File: config.mk
export PLATFORM = sky130hd
export DESIGN_NAME = mecanum_drive_mixer
export DESIGN_NICKNAME = d
export VERILOG_FILES = /design/src/rtl/core/mdm_pkg.sv /design/src/rtl/core/mdm_shaper.sv /design/src/rtl/core/mdm_mixer.sv /design/src/rtl/core/mdm_scaler.sv /design/src/rtl/core/mecanum_drive_mixer.sv
export SDC_FILE = /design/constraint.sdc
export NUM_CORES = 2
export LEC_CHECK = 0
export ABC_AREA = 1
export BUFFER_PORTS_ARGS = -buffer_cell sky130_fd_sc_hd__buf_2
export CORE_ASPECT_RATIO = 2
export CORE_UTILIZATION = 70
export CTS_BUF_LIST = sky130_fd_sc_hd__clkbuf_8
export DETAILED_ROUTE_END_ITERATION = 7
export PLACE_DENSITY = 0.87
export SYNTH_ARGS = -nofsm -noshare
export SYNTH_HDL_FRONTEND = slang
export SYNTH_SLANG_ARGS = --single-unit
File: constraint.sdc
create_clock -name clk -period 52.4 [get_ports clk]
set_input_delay 10.48 -clock clk [delete_from_list [all_inputs] [get_ports clk]]
set_output_delay 10.48 -clock clk [all_outputs]
set_load 0.05 [all_outputs]
File: src/rtl/core/mdm_pkg.sv
// Shared types and constants of the mecanum drive mixer.
package mdm_pkg;

	localparam int unsigned NUM_AXES   = 3;
	localparam int unsigned NUM_WHEELS = 4;
	localparam int unsigned MAG_W      = 7;
	localparam int unsigned WHEEL_W    = 9;
	localparam int unsigned QUOT_W     = 7;
	localparam int unsigned DIVD_W     = 15;

	localparam logic [MAG_W-1:0] FULL_SCALE = 7'd100;

	// floor(n / 10000) equals (n * CUBE_RECIP) >> CUBE_SHIFT for every cube up to 100^3.
	localparam int unsigned  CUBE_SHIFT = 34;
	localparam logic [20:0]  CUBE_RECIP = 21'd1717987;

	typedef enum logic [1:0] {
		REG_DEADBAND     = 2'd0,
		REG_CUBIC_DRIVE  = 2'd1,
		REG_CUBIC_STRAFE = 2'd2,
		REG_CUBIC_TWIST  = 2'd3
	} reg_idx_t;

	typedef struct packed {
		logic signed [7:0] drive_cmd;
		logic signed [7:0] strafe_cmd;
		logic signed [7:0] twist_cmd;
	} cmd_t;

	typedef struct packed {
		logic signed [7:0] front_left_power;
		logic signed [7:0] front_right_power;
		logic signed [7:0] back_left_power;
		logic signed [7:0] back_right_power;
	} pwr_t;

	// Bit 0 of cubic_en is drive, bit 1 strafe, bit 2 twist.
	typedef struct packed {
		logic [MAG_W-1:0]    deadband;
		logic [NUM_AXES-1:0] cubic_en;
	} cfg_t;

	typedef struct packed {
		logic signed [7:0] drive;
		logic signed [7:0] strafe;
		logic signed [7:0] twist;
	} axes_t;

	typedef struct packed {
		logic [NUM_WHEELS-1:0][WHEEL_W-1:0] mag;
		logic [NUM_WHEELS-1:0]              neg;
		logic [WHEEL_W-1:0]                 peak;
	} wheels_t;

endpackage

File: src/rtl/core/mdm_shaper.sv
// Axis conditioning pipeline: saturation, deadband and optional cubic shaping.
module mdm_shaper (
	input  logic           clk,
	input  logic           arst_n,
	input  logic           en,
	input  logic           in_valid,
	input  mdm_pkg::cmd_t  cmd,
	input  mdm_pkg::cfg_t  cfg,
	output logic           out_valid,
	output mdm_pkg::axes_t axes
);

	localparam int unsigned NA = mdm_pkg::NUM_AXES;
	localparam int unsigned MW = mdm_pkg::MAG_W;

	logic signed [7:0] raw [NA];
	logic [7:0]        abs_c [NA];
	logic [MW-1:0]     mag_c [NA];
	logic              neg_c [NA];

	logic [MW-1:0] mag_s1 [NA];
	logic          neg_s1 [NA];
	logic [MW-1:0] mag_s2 [NA];
	logic          neg_s2 [NA];
	logic [13:0]   sq_s2 [NA];
	logic [MW-1:0] mag_s3 [NA];
	logic          neg_s3 [NA];
	logic [19:0]   cube_s3 [NA];
	logic [40:0]   prod_c [NA];
	logic [MW-1:0] val_c [NA];
	logic signed [7:0] axis_c [NA];
	mdm_pkg::axes_t axes_s4;

	logic valid_s1, valid_s2, valid_s3, valid_s4;

	assign raw[0] = cmd.drive_cmd;
	assign raw[1] = cmd.strafe_cmd;
	assign raw[2] = cmd.twist_cmd;

	always_comb begin
		for (int i = 0; i < NA; i++) begin
			abs_c[i] = raw[i][7] ? 8'(-raw[i]) : 8'(raw[i]);
			if (raw[i] > 8'sd100) begin
				mag_c[i] = mdm_pkg::FULL_SCALE;
				neg_c[i] = 1'b0;
			end else if (raw[i] < -8'sd100) begin
				mag_c[i] = mdm_pkg::FULL_SCALE;
				neg_c[i] = 1'b1;
			end else begin
				mag_c[i] = abs_c[i][MW-1:0];
				neg_c[i] = raw[i][7];
			end
			if (mag_c[i] <= cfg.deadband) begin
				mag_c[i] = '0;
			end
		end
	end

	always_comb begin
		for (int i = 0; i < NA; i++) begin
			prod_c[i] = 41'(cube_s3[i]) * 41'(mdm_pkg::CUBE_RECIP);
			val_c[i]  = cfg.cubic_en[i] ? prod_c[i][mdm_pkg::CUBE_SHIFT +: MW] : mag_s3[i];
			axis_c[i] = neg_s3[i] ? -$signed({1'b0, val_c[i]}) : $signed({1'b0, val_c[i]});
		end
	end

	always_ff @(posedge clk or negedge arst_n) begin
		if (!arst_n) begin
			valid_s1 <= 1'b0;
			valid_s2 <= 1'b0;
			valid_s3 <= 1'b0;
			valid_s4 <= 1'b0;
		end else if (en) begin
			valid_s1 <= in_valid;
			valid_s2 <= valid_s1;
			valid_s3 <= valid_s2;
			valid_s4 <= valid_s3;
		end
	end

	always_ff @(posedge clk) begin
		if (en) begin
			for (int i = 0; i < NA; i++) begin
				mag_s1[i]  <= mag_c[i];
				neg_s1[i]  <= neg_c[i];
				mag_s2[i]  <= mag_s1[i];
				neg_s2[i]  <= neg_s1[i];
				sq_s2[i]   <= 14'(mag_s1[i]) * 14'(mag_s1[i]);
				mag_s3[i]  <= mag_s2[i];
				neg_s3[i]  <= neg_s2[i];
				cube_s3[i] <= 20'(sq_s2[i]) * 20'(mag_s2[i]);
			end
			axes_s4.drive  <= axis_c[0];
			axes_s4.strafe <= axis_c[1];
			axes_s4.twist  <= axis_c[2];
		end
	end

	assign out_valid = valid_s4;
	assign axes      = axes_s4;

endmodule

File: src/rtl/core/mdm_mixer.sv
// Wheel mixing pipeline: four wheel sums, their magnitudes and the largest one.
module mdm_mixer (
	input  logic             clk,
	input  logic             arst_n,
	input  logic             en,
	input  logic             in_valid,
	input  mdm_pkg::axes_t   axes,
	output logic             out_valid,
	output mdm_pkg::wheels_t wheels
);

	localparam int unsigned NW = mdm_pkg::NUM_WHEELS;
	localparam int unsigned WW = mdm_pkg::WHEEL_W;

	logic signed [9:0] d_c, s_c, t_c;
	logic signed [9:0] p_s5 [NW];
	logic [9:0]        abs_c [NW];
	logic [WW-1:0]     max01_c, max23_c;
	mdm_pkg::wheels_t  wheels_c;
	mdm_pkg::wheels_t  wheels_s6;
	logic              valid_s5, valid_s6;

	assign d_c = 10'(axes.drive);
	assign s_c = 10'(axes.strafe);
	assign t_c = 10'(axes.twist);

	always_comb begin
		for (int i = 0; i < NW; i++) begin
			abs_c[i]           = p_s5[i][9] ? 10'(-p_s5[i]) : 10'(p_s5[i]);
			wheels_c.mag[i]    = abs_c[i][WW-1:0];
			wheels_c.neg[i]    = p_s5[i][9];
		end
		max01_c = (wheels_c.mag[0] > wheels_c.mag[1]) ? wheels_c.mag[0] : wheels_c.mag[1];
		max23_c = (wheels_c.mag[2] > wheels_c.mag[3]) ? wheels_c.mag[2] : wheels_c.mag[3];
		wheels_c.peak = (max01_c > max23_c) ? max01_c : max23_c;
	end

	always_ff @(posedge clk or negedge arst_n) begin
		if (!arst_n) begin
			valid_s5 <= 1'b0;
			valid_s6 <= 1'b0;
		end else if (en) begin
			valid_s5 <= in_valid;
			valid_s6 <= valid_s5;
		end
	end

	always_ff @(posedge clk) begin
		if (en) begin
			p_s5[0]   <= d_c + t_c + s_c;
			p_s5[1]   <= d_c - t_c - s_c;
			p_s5[2]   <= d_c + t_c - s_c;
			p_s5[3]   <= d_c - t_c + s_c;
			wheels_s6 <= wheels_c;
		end
	end

	assign out_valid = valid_s6;
	assign wheels    = wheels_s6;

endmodule

File: src/rtl/core/mdm_scaler.sv
// Normalising pipeline: restoring division of each wheel power by the peak, one bit a stage.
module mdm_scaler (
	input  logic             clk,
	input  logic             arst_n,
	input  logic             en,
	input  logic             in_valid,
	input  mdm_pkg::wheels_t wheels,
	output logic             out_valid,
	output mdm_pkg::pwr_t    pwr
);

	localparam int unsigned NW = mdm_pkg::NUM_WHEELS;
	localparam int unsigned WW = mdm_pkg::WHEEL_W;
	localparam int unsigned MW = mdm_pkg::MAG_W;
	localparam int unsigned QW = mdm_pkg::QUOT_W;
	localparam int unsigned DW = mdm_pkg::DIVD_W;

	logic [DW-1:0]   rem_s   [QW+1][NW];
	logic [QW-1:0]   quot_s  [QW+1][NW];
	logic [MW-1:0]   mag_s   [QW+1][NW];
	logic [NW-1:0]   neg_s   [QW+1];
	logic [WW-1:0]   peak_s  [QW+1];
	logic            need_s  [QW+1];
	logic            valid_s [QW+1];

	logic [MW-1:0]     val_c [NW];
	logic signed [7:0] pw_c  [NW];
	mdm_pkg::pwr_t     pwr_q;
	logic              valid_q;

	always_ff @(posedge clk or negedge arst_n) begin
		if (!arst_n) begin
			valid_s[0] <= 1'b0;
		end else if (en) begin
			valid_s[0] <= in_valid;
		end
	end

	always_ff @(posedge clk) begin
		if (en) begin
			for (int i = 0; i < NW; i++) begin
				rem_s[0][i]  <= DW'(wheels.mag[i]) * DW'(mdm_pkg::FULL_SCALE);
				quot_s[0][i] <= '0;
				mag_s[0][i]  <= wheels.mag[i][MW-1:0];
			end
			neg_s[0]  <= wheels.neg;
			peak_s[0] <= wheels.peak;
			need_s[0] <= wheels.peak > WW'(mdm_pkg::FULL_SCALE);
		end
	end

	for (genvar j = 0; j < QW; j++) begin : g_step
		localparam int unsigned BIT = QW - 1 - j;

		logic [DW-1:0] sub_c [NW];
		logic          ge_c  [NW];

		always_comb begin
			for (int i = 0; i < NW; i++) begin
				sub_c[i] = DW'(peak_s[j]) << BIT;
				ge_c[i]  = rem_s[j][i] >= sub_c[i];
			end
		end

		always_ff @(posedge clk or negedge arst_n) begin
			if (!arst_n) begin
				valid_s[j+1] <= 1'b0;
			end else if (en) begin
				valid_s[j+1] <= valid_s[j];
			end
		end

		always_ff @(posedge clk) begin
			if (en) begin
				for (int i = 0; i < NW; i++) begin
					rem_s[j+1][i]  <= ge_c[i] ? rem_s[j][i] - sub_c[i] : rem_s[j][i];
					quot_s[j+1][i] <= quot_s[j][i] | (QW'(ge_c[i]) << BIT);
					mag_s[j+1][i]  <= mag_s[j][i];
				end
				neg_s[j+1]  <= neg_s[j];
				peak_s[j+1] <= peak_s[j];
				need_s[j+1] <= need_s[j];
			end
		end
	end

	always_comb begin
		for (int i = 0; i < NW; i++) begin
			val_c[i] = need_s[QW] ? quot_s[QW][i] : mag_s[QW][i];
			pw_c[i]  = neg_s[QW][i] ? -$signed({1'b0, val_c[i]}) : $signed({1'b0, val_c[i]});
		end
	end

	always_ff @(posedge clk or negedge arst_n) begin
		if (!arst_n) begin
			valid_q <= 1'b0;
		end else if (en) begin
			valid_q <= valid_s[QW];
		end
	end

	always_ff @(posedge clk) begin
		if (en) begin
			pwr_q.front_left_power  <= pw_c[0];
			pwr_q.front_right_power <= pw_c[1];
			pwr_q.back_left_power   <= pw_c[2];
			pwr_q.back_right_power  <= pw_c[3];
		end
	end

	assign out_valid = valid_q;
	assign pwr       = pwr_q;

`ifndef SYNTHESIS
	a_peak_bounds: assert property (@(posedge clk) disable iff (!arst_n)
		in_valid |-> (wheels.mag[0] <= wheels.peak) && (wheels.mag[1] <= wheels.peak) &&
			(wheels.mag[2] <= wheels.peak) && (wheels.mag[3] <= wheels.peak))
		else $error("wheel magnitude above the reported peak");

	a_rem_below_divisor: assert property (@(posedge clk) disable iff (!arst_n)
		(valid_s[QW] && need_s[QW]) |->
			(rem_s[QW][0] < DW'(peak_s[QW])) && (rem_s[QW][1] < DW'(peak_s[QW])) &&
			(rem_s[QW][2] < DW'(peak_s[QW])) && (rem_s[QW][3] < DW'(peak_s[QW])))
		else $error("division remainder not below the divisor");

	a_power_range: assert property (@(posedge clk) disable iff (!arst_n)
		out_valid |->
			(pwr.front_left_power  >= -8'sd100) && (pwr.front_left_power  <= 8'sd100) &&
			(pwr.front_right_power >= -8'sd100) && (pwr.front_right_power <= 8'sd100) &&
			(pwr.back_left_power   >= -8'sd100) && (pwr.back_left_power   <= 8'sd100) &&
			(pwr.back_right_power  >= -8'sd100) && (pwr.back_right_power  <= 8'sd100))
		else $error("wheel power outside full scale");
`endif

endmodule

File: src/rtl/core/mecanum_drive_mixer.sv
// Top level of the mecanum drive mixer: configuration registers and pipeline.
//
// A command item (drive, strafe and twist in percent) enters on cmd when cmd_valid
// is high and cmd_stall is low. Each axis is saturated to full scale, zeroed
// inside the deadband and optionally shaped by a cubic curve; the four wheel
// powers are mixed and, if any exceeds full scale, all are scaled down by the
// largest magnitude. One power item leaves on pwr for every command item.
// From acceptance to pwr_valid an item passes four stages of axis
// shaping (saturate, square, cube, reciprocal multiply), two of mixing and
// peak search, one to form the dividends, seven of bit-serial division (one
// quotient bit per stage) and the output register.
// Throughput is one item per cycle but for stalls: while pwr_valid and pwr_stall are
// high the whole pipeline holds and cmd_stall is raised; no item is lost.
// Configuration writes on the cfg channel are always taken (cfg_ready is
// constantly high) and should only be made while no item is in flight.
// Reset empties the pipeline and sets the deadband to 5 with cubic shaping off.
module mecanum_drive_mixer (
	input  logic          clk,
	input  logic          arst_n,
	input  logic          cmd_valid,
	output logic          cmd_stall,
	input  mdm_pkg::cmd_t cmd,
	output logic          pwr_valid,
	input  logic          pwr_stall,
	output mdm_pkg::pwr_t pwr,
	input  logic          cfg_valid,
	output logic          cfg_ready,
	input  logic [1:0]    cfg_index,
	input  logic [6:0]    cfg_data
);

	mdm_pkg::cfg_t    cfg_q;
	mdm_pkg::axes_t   axes;
	mdm_pkg::wheels_t wheels;
	logic             en;
	logic             axes_valid;
	logic             wheels_valid;

	assign en        = !(pwr_valid && pwr_stall);
	assign cmd_stall = !en;
	assign cfg_ready = 1'b1;

	always_ff @(posedge clk or negedge arst_n) begin
		if (!arst_n) begin
			cfg_q.deadband <= 7'd5;
			cfg_q.cubic_en <= '0;
		end else if (cfg_valid && cfg_ready) begin
			case (cfg_index)
				mdm_pkg::REG_DEADBAND: begin
					cfg_q.deadband <= cfg_data;
				end
				mdm_pkg::REG_CUBIC_DRIVE: begin
					cfg_q.cubic_en[0] <= cfg_data[0];
				end
				mdm_pkg::REG_CUBIC_STRAFE: begin
					cfg_q.cubic_en[1] <= cfg_data[0];
				end
				mdm_pkg::REG_CUBIC_TWIST: begin
					cfg_q.cubic_en[2] <= cfg_data[0];
				end
				default: begin
				end
			endcase
		end
	end

	mdm_shaper u_shaper (
		.clk       (clk),
		.arst_n    (arst_n),
		.en        (en),
		.in_valid  (cmd_valid),
		.cmd       (cmd),
		.cfg       (cfg_q),
		.out_valid (axes_valid),
		.axes      (axes)
	);

	mdm_mixer u_mixer (
		.clk       (clk),
		.arst_n    (arst_n),
		.en        (en),
		.in_valid  (axes_valid),
		.axes      (axes),
		.out_valid (wheels_valid),
		.wheels    (wheels)
	);

	mdm_scaler u_scaler (
		.clk       (clk),
		.arst_n    (arst_n),
		.en        (en),
		.in_valid  (wheels_valid),
		.wheels    (wheels),
		.out_valid (pwr_valid),
		.pwr       (pwr)
	);

endmodule
==> qor.csv <==
stage;metric;value;unit
routing;antenna_left;0;
cts;cts_tree;built;
cts;path_clk_slew;0.07;ns
synthesis;yosysUniqueCellTypes;74;
timing;setup_violations;0;
timing;fmax;0.0446;GHz
timing;fin_crit;22.42;ns
routing;drtPass1Iterations;8;
global_routing;grt_max_degree;184;
cts;clock_latency;0.90;ns
cts;cts_setup_buffers;0;
place;hpwlAfterDp;181000;µm
global_routing;grt_pass1_vias;69314;
timing;whs;0.394;ns
floorplanning;ioPinCount;73;
final_layout;layout.nets;11427;
timing;finalMaxSlewViolations;0;
synthesis;synth_ff_type;edfxtp_1;
place;io_buffer_count;71;
final_layout;final_util;74.8;%
routing;post_drt_wl_per_cell;19.8;µm
synthesis;syn_area_per_cell;9.78;µm²
routing;drt_iter0_drc;4410;
floorplanning;fp.dieW;257;µm
synthesis;yosys_warnings;0;
timing;finalHoldViolations;0;
synthesis;synth-edff-count;1049;
synthesis;ys_seq_area_share;35.4;%
critical_path;cp-end-kind;output port;
critical_path;arrival;11.94;ns
floorplanning;core;128000;µm²
cts;cts_sinks;1074;
cts;cts_resized;0;
global_routing;grt.total_usage;34.9;%
synthesis;syn_inst;9289;
place;gp_congestion;1.00;
synthesis;synth_area;90800;µm²
cts;cts_hold_buf;0;
final_layout;layout-drive-gt1-share;4.51;%
critical_path;critPathLaunchType;primary input;
global_routing;grt_pass1_wl;351000;µm
cts;cts_buffers;148;
critical_path;crit_path_max_fanout;61;
synthesis;async_flop_share;2.33;%
routing;dr_total_vias;64364;
routing;vias_per_cell;5.72;
final_layout;multi_input_comb_area;50900;µm²
floorplanning;rows;186;
timing;fin_skew;0.0734;ns
floorplanning;dieArea;131000;µm²
floorplanning;fp.dieH;511;µm
cts;cts-root-buf;clkbuf_8;
cts;htreeDepth;4;
cts;clock_path_buffers;3;
critical_path;cp_data_required_time;41.92;ns
final_layout;fillers;8764;
global_routing;grt_antenna_before_repair;9;
final_layout;seqCellArea;32100;µm²
timing;rsz0062_at_grt;false;
final_layout;fin_area;96100;µm²
global_routing;globalRouteOverflowTotal;0;
floorplanning;start_util;70.7;%
hold_path;min_path_type;reg -> reg;
run;cap_violations;0;
place;post_dp_cell_area;93000;µm²
outcome;outcome;finished, final reports clean;
final_layout;syn_to_final_growth;5.86;%
timing;fin_crit_sh;42.8;%
synthesis;ys_ff_latch;1074;
timing;setup_tns;0;ns
routing;drc_errors;0;
critical_path;worstSetupPathType;in -> out;
timing;relSlewSlack;22.8;%
timing;tightest_slew;1.16;ns
routing;drt-total-wl;223000;µm
## metrics by stage
step	std cells	worst slack (ns)
floorplan	9297	11.29
finish	11257	29.98
global route	11252	29.83
detailed placement	10978	29.96
global placement	10978	29.99
CTS	11250	29.95
## worst max-delay path: stages
cell and delay (ns):
buf_2 0.11, nand2_4 0.60, inv_1 0.40, buf_2 0.33
## Yosys cell counts (all sizes together) (5+ instances only)
cell | number | share of area [%]
nand4 | 54 | 0.38
o21a | 6 | 0.050
inv | 1975 | 8.2
edfxtp | 1049 | 35
nand3b | 6 | 0.050
o2111ai | 6 | 0.058
xor2 | 292 | 2.8
clkbuf | 53 | 0.22
buf | 42 | 0.28
a211oi | 10 | 0.083
o211ai | 13 | 0.14
a31oi | 22 | 0.16
nand3 | 270 | 1.5
or2 | 40 | 0.28
o31ai | 24 | 0.21
and2 | 8 | 0.055
a21o | 22 | 0.18
nand2 | 1679 | 7.0
ha | 1235 | 17
a21oi | 535 | 3.0
a21boi | 14 | 0.12
and3 | 5 | 0.034
nor4 | 19 | 0.14
o21ai | 340 | 1.9
fa | 718 | 16
xnor2 | 160 | 1.5
dfrtp | 23 | 0.63
o21bai | 52 | 0.44
nor2 | 513 | 2.2
nor3 | 70 | 0.41
mux2i | 5 | 0.055
## final timing paths
| path | endpoint | cells past startpoint | slack [ns] | start |
|---|---|---|---|---|
| setup / recovery | cmd_stall | 4 | 29.98 | pwr_stall |
| hold / removal | u_scaler.mag_s[7][11]$_DFFE_PN_ | 0 | 0.39 | u_scaler.mag_s[6][11]$_DFFE_PN_ |
| setup reg to reg | u_shaper.axes[14]$_DFFE_PN_ | 33 | 45.28 | u_shaper.cube_s3[0][27]$_DFFE_PN_ |
| hold reg to reg | u_scaler.mag_s[7][11]$_DFFE_PN_ | 0 | 0.39 | u_scaler.mag_s[6][11]$_DFFE_PN_ |
| max in group asynchronous | u_scaler.valid_s[7]$_DFFE_PN0N_ | 1 | 42.42 | arst_n |
| min in group asynchronous | u_shaper.valid_s3$_DFFE_PN0N_ | 1 | 9.60 | arst_n |
## registers in the layout, summed over array words and instances, names as in the netlist, 10 cells and up
name	count
u_scaler.rem_s	320
u_scaler.quot_s	112
u_shaper.mag_s1	21
u_mixer.p_s5	38
u_shaper.mag_s2	21
u_scaler.peak_s	63
u_shaper.mag_s3	18
cfg_q	10
u_scaler.neg_s	32
u_mixer.wheels	47
u_scaler.pwr	32
u_shaper.axes	24
u_shaper.cube_s3	60
u_shaper.sq_s2	36
u_scaler.mag_s	208
## cell families (layout without fill, tap and decap cells)
| kind of cell | count (synthesis) | after routing | share of synthesized area (%) |
|---|---|---|---|
| AO/OA/AOI/OAI | 1061 | 1061 | 6.54 |
| buffers and inverters | 2070 | 2331 | 8.67 |
| multiplexers | 5 | 5 | 0.0551 |
| flip-flops | 1074 | 1074 | 35.4 |
| XOR/XNOR | 452 | 452 | 4.36 |
| other | 2 | 17 | 0.00827 |
| AND/OR/NAND/NOR | 2672 | 2672 | 12.2 |
| adder cells (fa/ha/maj) | 1953 | 1953 | 32.8 |
## routing by layer
metal	vias to the layer above	wire, µm	GRT usage [%]
li1	30314	-	-
met1	30733	66600	29.7
met2	2185	122000	66.8
met3	1126	8910	5.13
met4	6	25100	33.5
met5	-	35	0
## placed cells by master, fill, tap and decap left out, types with 22 or more instances in the layout
cell | netlist | routed
or2_2 | 36 | 36
edfxtp_1 | 1049 | 1049
nand2_1 | 1659 | 1658
clkbuf_8 | 0 | 150
clkinv_1 | 0 | 29
o21bai_1 | 50 | 50
nor3_1 | 66 | 66
a21o_1 | 22 | 22
o31ai_1 | 22 | 22
xnor2_1 | 160 | 160
o21ai_0 | 290 | 290
inv_1 | 1970 | 2009
ha_1 | 1235 | 1235
fa_1 | 718 | 718
buf_2 | 26 | 71
a21oi_1 | 524 | 524
nor2_1 | 490 | 490
nand4_1 | 53 | 53
xor2_1 | 292 | 292
nand3_1 | 262 | 262
dfrtp_1 | 23 | 23
o21ai_1 | 37 | 37
## cell type report
class / count / area share [%]
multi-input cells: 6153 / 52.9
repair buffers: 84 / 0.510
flip-flops and latches: 1074 / 33.4
well taps: 1692 / 2.20
diodes: 7 / 0.0182
clock inverters: 122 / 1.09
clock buffers: 150 / 2.15
inverters: 1975 / 7.71
Power is not shown: default switching activity piles up to over one toggle a cycle in this logic, so the estimate is an artifact.
